$ cat config.mk
export PLATFORM = sky130hd
export DESIGN_NAME = cldrw_div
export DESIGN_NICKNAME = d
export VERILOG_FILES = /design/src/sv/cldrw_pkg.sv /design/src/sv/cldrw_div.sv
export SDC_FILE = /design/constraint.sdc
export NUM_CORES = 2
export LEC_CHECK = 0
export ABC_CLOCK_PERIOD_IN_PS = 4450
export BUFFER_PORTS_ARGS = -buffer_cell sky130_fd_sc_hd__buf_2
export CORE_ASPECT_RATIO = 0.6
export CORE_MARGIN = 2
export CORE_UTILIZATION = 55
export CTS_CLUSTER_DIAMETER = 150
export DETAILED_ROUTE_END_ITERATION = 8
export PLACE_DENSITY = 0.71
export SLEW_MARGIN = 20
export SYNTH_ARGS = -nofsm -noshare
export SYNTH_HDL_FRONTEND = slang
export SYNTH_SLANG_ARGS = --single-unit
$ cat constraint.sdc
create_clock -name aclk -period 4.45 [get_ports aclk]
set_clock_uncertainty 0.1 [all_clocks]
set_input_delay 0.89 -clock aclk [delete_from_list [all_inputs] [get_ports aclk]]
set_output_delay 0.89 -clock aclk [all_outputs]
set_load 0.005 [all_outputs]
$ cat src/sv/cldrw_pkg.sv
package cldrw_pkg;

    localparam int T_W    = 20;
    localparam int DIST_W = 32;

    localparam logic signed [T_W-1:0] T_MAX = 20'sh7FFFF;
    localparam logic signed [T_W-1:0] T_MIN = 20'sh80000;
    localparam logic signed [T_W-1:0] T_ONE = 20'sh10000;
    localparam logic [T_W-1:0]        T_NEG_LIMIT = 20'h80000;

    // quadratic vs linear threshold on |A|
    localparam logic [10:0] QUAD_RATIO = 11'd2000;

    typedef struct packed {
        logic signed [39:0] a;
        logic signed [39:0] b;
        logic signed [32:0] c;
    } coef_t;

    typedef struct packed {
        coef_t [1:0]        cf;
        logic signed [21:0] bw;
        logic [1:0]         u1;
        logic [1:0]         u2;
        logic [DIST_W-1:0]  dist0;
        logic               tnear;
    } job_t;

    typedef struct packed {
        logic quad;
        logic hit;
    } ax_t;

    typedef struct packed {
        coef_t              cf;
        logic signed [21:0] bw;
        logic               elig;
        logic               neg;
        logic [DIST_W-1:0]  dist0;
        logic               tnear;
    } lane_t;

    typedef struct packed {
        logic [DIST_W-1:0]     distance;
        logic                  upd;
        logic                  wind;
        logic signed [T_W-1:0] t;
        logic [DIST_W-1:0]     dist0;
        logic                  tnear;
    } res_t;

    function automatic logic [32:0] mag33(logic signed [32:0] x);
        logic [32:0] r;
        r = x[32] ? 33'(-x) : 33'(x);
        return r;
    endfunction

    function automatic logic [39:0] mag40(logic signed [39:0] x);
        logic [39:0] r;
        r = x[39] ? 40'(-x) : 40'(x);
        return r;
    endfunction

    function automatic logic [DIST_W-1:0] sat34(logic [33:0] x);
        logic [DIST_W-1:0] r;
        r = (x[33:32] != 2'b00) ? {DIST_W{1'b1}} : x[31:0];
        return r;
    endfunction

endpackage

$ cat src/sv/cldrw_div.sv
module cldrw_div
    import cldrw_pkg::*;
#(
    parameter int NUM_W  = 58,
    parameter int DEN_W  = 41,
    parameter int Q_W    = 20,
    parameter int SIDE_W = 1
) (
    input  logic              aclk,
    input  logic              aresetn,
    input  logic              ce,
    input  logic              in_valid,
    input  logic [NUM_W-1:0]  in_num,
    input  logic [DEN_W-1:0]  in_den,
    input  logic [SIDE_W-1:0] in_side,
    output logic              out_valid,
    output logic [Q_W-1:0]    out_quo,
    output logic              out_ovf,
    output logic [SIDE_W-1:0] out_side
);

    localparam int CMP_W = (NUM_W > DEN_W + Q_W) ? NUM_W : DEN_W + Q_W;

    logic              vld_reg  [Q_W+1];
    logic [NUM_W-1:0]  rem_reg  [Q_W+1];
    logic [DEN_W-1:0]  den_reg  [Q_W+1];
    logic [Q_W-1:0]    quo_reg  [Q_W+1];
    logic              ovf_reg  [Q_W+1];
    logic [SIDE_W-1:0] side_reg [Q_W+1];

    // entry stage: flag quotients that do not fit in Q_W bits
    always_ff @(posedge aclk) begin
        if (!aresetn) begin
            vld_reg[0] <= 1'b0;
        end else if (ce) begin
            vld_reg[0] <= in_valid;
        end
    end

    always_ff @(posedge aclk) begin
        if (ce) begin
            rem_reg[0]  <= in_num;
            den_reg[0]  <= in_den;
            quo_reg[0]  <= '0;
            ovf_reg[0]  <= CMP_W'(in_num) >= (CMP_W'(in_den) << Q_W);
            side_reg[0] <= in_side;
        end
    end

    for (genvar k = 0; k < Q_W; k++) begin : g_stg
        localparam int BIT = Q_W - 1 - k;
        logic [CMP_W-1:0] dsh;
        logic [NUM_W-1:0] rem_next;
        logic [Q_W-1:0]   quo_next;

        assign dsh = CMP_W'(den_reg[k]) << BIT;

        always_comb begin
            rem_next = rem_reg[k];
            quo_next = quo_reg[k];
            if (CMP_W'(rem_reg[k]) >= dsh) begin
                rem_next      = NUM_W'(CMP_W'(rem_reg[k]) - dsh);
                quo_next[BIT] = 1'b1;
            end
        end

        always_ff @(posedge aclk) begin
            if (!aresetn) begin
                vld_reg[k+1] <= 1'b0;
            end else if (ce) begin
                vld_reg[k+1] <= vld_reg[k];
            end
        end

        always_ff @(posedge aclk) begin
            if (ce) begin
                rem_reg[k+1]  <= rem_next;
                den_reg[k+1]  <= den_reg[k];
                quo_reg[k+1]  <= quo_next;
                ovf_reg[k+1]  <= ovf_reg[k];
                side_reg[k+1] <= side_reg[k];
            end
        end
    end

    assign out_valid = vld_reg[Q_W];
    assign out_quo   = quo_reg[Q_W];
    assign out_ovf   = ovf_reg[Q_W];
    assign out_side  = side_reg[Q_W];

endmodule

==> impl_metrics.json <==
{
  "post-route-worst-setup-slack_ns": -0.0602,
  "route.detailed.drc": 0,
  "ir_worst_vdd_uv": 377,
  "syn-num-nets": 12700,
  "worst_slew_pin_slew_ns": 1.26,
  "synth_area_per_cell_sq_um": 10.8,
  "clkSinkCount": 2253,
  "net_sw_power_mw": 36.6,
  "antenna_found_initial": 11,
  "clock_pin_transition_on_the_worst_setup_and_hold_timing_paths_ns": 0.07,
  "detail_route.wirelength_microns": 364000,
  "ctsHtreeMaxLevel": 4,
  "finalHoldWorstSlack_ns": 0.119,
  "synth_mux_area_share_pct": 1.13,
  "count_of_flip_flops_with_a_built_in_enable_after_synthesis": 2252,
  "grtUsageTotal_pct": 30.3,
  "syn2layout_area_growth_pct": 11.5,
  "grt_max_degree": 155,
  "power.combinational.fraction_pct": 43.5,
  "setup-violations-final": 3,
  "timing.critical_path.to_type": "flop",
  "route.vias.total": 95700,
  "share_seq_of_total_power_pct": 36.2,
  "floorplan.die.width_microns": 625,
  "cell_taking_the_most_area_after_synthesis": "sky130_fd_sc_hd__edfxtp_1",
  "gr-total-overflow": 0,
  "setup_total_negative_slack_ns": -0.131,
  "yosys.area_share.xor_xnor_pct": 5.68,
  "clockRootBuffer": "sky130_fd_sc_hd__clkbuf_16",
  "power_report.internal_total_mw": 57.5,
  "clkPwrFrac_pct": 20.4,
  "power_switching_share_pct": 38.9,
  "pwr_density_cell_mw_per_mm2": 663,
  "hpwl_microns": 283000,
  "core.rowCount": 136,
  "port_buffers": 126,
  "synth_seq_area_share_pct": 53.1,
  "layout.nets": 13100,
  "drtPass1Iterations": 7,
  "critPathLaunchType": "flop",
  "timing.critical_path.fanout_max": 40,
  "adder_cell_share_of_the_synthesized_area_pct": 8.70,
  "synth_compound_gate_area_share_pct": 15.8,
  "min_period_ns": 4.51,
  "clock_latency_ns": 0.93,
  "tritoncts": "done",
  "worst_slew_margin_rel_pct": 15.5,
  "violations": "setup timing",
  "postRouteAntennaNets": 0,
  "hold_class": "input port to flop",
  "chipHeight_microns": 377,
  "post_synth_instance_area_sq_mm": 0.127,
  "post-synth-top-area-fraction_pct": 53.1,
  "ys_ff_latch": 2253,
  "ys_warn_count": 0,
  "synthSimpleGateAreaFrac_pct": 11.2,
  "floorplan.core_area_sq_mm": 0.230,
  "dieArea_sq_mm": 0.236,
  "via_count_of_the_first_global_routing_pass": 88600,
  "dr.first_iter.drc_count": 12900,
  "postSynthCellCount": 11800,
  "slew_viol_final": 0,
  "max_cap_violations": 0,
  "p_leak_nw": 57.1,
  "dominant_combinational_cell_family_by_area_after_synthesis": "compound AO/OA/AOI/OAI gates",
  "clock_tree.buffer_depth": 4,
  "cts_inserted_buffers": 220,
  "detail_routed_via_count_per_cell": 6.22,
  "wire_per_inst_microns": 23.7,
  "gp_congestion": 1.07,
  "effective_utilization_at_floorplan_pct": 55.5,
  "final_hold_violations": 0,
  "period_share_pct": 101,
  "worstPathArrival_ns": 5.00,
  "synthArstFlopShare_pct": 0,
  "synthTopCellsByArea": "sky130_fd_sc_hd__edfxtp_1 (53%), sky130_fd_sc_hd__ha_1 (8.4%), sky130_fd_sc_hd__a21oi_1 (3.8%)",
  "largest_register_ff_count": 1160,
  "dominantRegCellSynth": "sky130_fd_sc_hd__edfxtp_1",
  "max_freq_mhz": 222,
  "critical_path_class": "flop to flop",
  "floorplan.io_pins": 127,
  "timing.critical_path.required_ns": 4.94,
  "outcome": "complete, but fails checks",
  "ys_types": 108,
  "grt_pass1_wl_microns": 546000,
  "post_route_cells_drive_above_1_share_pct": 9.78
}
-- per-stage QoR --
| step | total power, mW | worst slack [ns] | std cells | cell area [sq um] | util, % |
|---|---|---|---|---|---|
| final | 94.1 | -0.0602 | 15400 | 142000 | 61.9 |
| after global routing | 99.2 | -0.0831 | 15400 | 142000 | 61.9 |
| after CTS | 92.7 | 0.000127 | 15400 | 142000 | 61.7 |
| after global placement | 72.2 | -0.0309 | 15000 | 134000 | 58.5 |
| after floorplan | 60.0 | 0.637 | 11800 | 127000 | - |
| after detailed placement | 73.2 | -0.0111 | 15000 | 134000 | 58.5 |
-- cells in the final DEF, fill, tap and decap left out, drive strengths merged, types with 28 or more instances in the layout --
cell type and n:
o21ai 941, and3 112, o21a 83, and4 31, nand3 200, nor3 156
a31oi 93, nand2 1060, o31ai 69, edfxtp 2252, or2 36, xnor2 458
bufinv 28, mux2 118, and2 49, nand2b 107, ha 855, clkinv 89
a21oi 959, a21o 489, nor2b 124, nand4 214, a211oi 103, clkbuf 251
xor2 368, o21bai 111, nor4 97, buf 582, nor2 622, or3 54
inv 1085, o211ai 59, a21boi 30
-- power groups by stage --
| stage | logic [mW] | registers (mW) | clock network [mW] |
|---|---|---|---|
| detailed placement | 39.0 | 34.2 | 0 |
| global placement | 38.0 | 34.2 | 0 |
| global route | 44.5 | 34.3 | 20.3 |
| finish | 40.9 | 34.0 | 19.2 |
| CTS | 39.4 | 33.8 | 19.5 |
| floorplan | 27.9 | 32.1 | 0 |
-- cell usage after synthesis, types with 200 or more instances --
cell type                  number
sky130_fd_sc_hd__xor2_1       368
sky130_fd_sc_hd__nand3_1      200
sky130_fd_sc_hd__clkbuf_1     305
sky130_fd_sc_hd__edfxtp_1    2252
sky130_fd_sc_hd__nand4_1      213
sky130_fd_sc_hd__ha_1         855
sky130_fd_sc_hd__xnor2_1      458
sky130_fd_sc_hd__inv_1       1074
sky130_fd_sc_hd__nor2_1       622
sky130_fd_sc_hd__a21oi_1      956
sky130_fd_sc_hd__o21ai_0      920
sky130_fd_sc_hd__nand2_1     1060
sky130_fd_sc_hd__a21o_1       489
-- timing repair --
action,in CTS,in global routing
gates cloned,0,1
gates resized for setup,3,66
buffers inserted,0,14
hold buffers,1,0
setup endpoints to repair,43,256
pin swaps,1,14
hold endpoints to repair,1,0
-- critical path, stage by stage, from the launching register on --
cell and delay (ns):
sky130_fd_sc_hd__edfxtp_1 0.54, sky130_fd_sc_hd__ha_1 0.42, sky130_fd_sc_hd__o21ai_0 0.18, sky130_fd_sc_hd__a21oi_1 0.12, sky130_fd_sc_hd__o41ai_1 0.66, sky130_fd_sc_hd__nand3_1 0.36
sky130_fd_sc_hd__a21bo_2 0.30, sky130_fd_sc_hd__a21oi_1 0.22, sky130_fd_sc_hd__o21ai_0 0.12, sky130_fd_sc_hd__buf_4 0.18, sky130_fd_sc_hd__a21oi_4 0.17, sky130_fd_sc_hd__buf_4 0.25
sky130_fd_sc_hd__buf_12 0.22, sky130_fd_sc_hd__mux2_2 0.36
-- routing by layer --
metal / part of all wire [%] / up-vias / track usage (%)
met4: 1.9 / 14 / 5.61
met3: 14 / 481 / 11.0
li1: - / 44000 / -
met5: 0.13 / - / 1.25
met2: 36 / 4949 / 37.4
met1: 48 / 46200 / 49.4
-- cell families (layout without fill, tap and decap cells) --
| family | Yosys count | after routing |
|---|---|---|
| AO/OA/AOI/OAI | 3248 | 3249 |
| AND/OR/NAND/NOR | 2963 | 2963 |
| flip-flops | 2253 | 2253 |
| buffers and inverters | 1461 | 2055 |
| adder cells (fa/ha/maj) | 874 | 874 |
| XOR/XNOR | 826 | 826 |
| multiplexers | 125 | 125 |
| other | 0 | 3 |
-- layout make-up --
class                      count  area [sq um]
fill                       18100         87600
clock buffer                 251          5690
antenna                        3          7.51
tap                         3036          3800
timing repair buffer         583          4650
inverter                    1075          4040
multi-input combinational   8037         54600
clock inverter               146          1550
sequential                  2253         67600
-- worst paths after layout --
path	startpoint	endpoint	slack, ns	cells after the start
worst max-delay path	rem_reg[1][13]	rem_reg[1][77]	-0.06	13
worst min-delay path	in_num[15]	rem_reg[0][15]	0.12	1
worst max register to register	rem_reg[1][13]	rem_reg[1][77]	-0.06	13
worst min register to register	rem_reg[0][0]	rem_reg[0][58]	0.28	0
No activity file was read; power rests on OpenSTA's default activity.
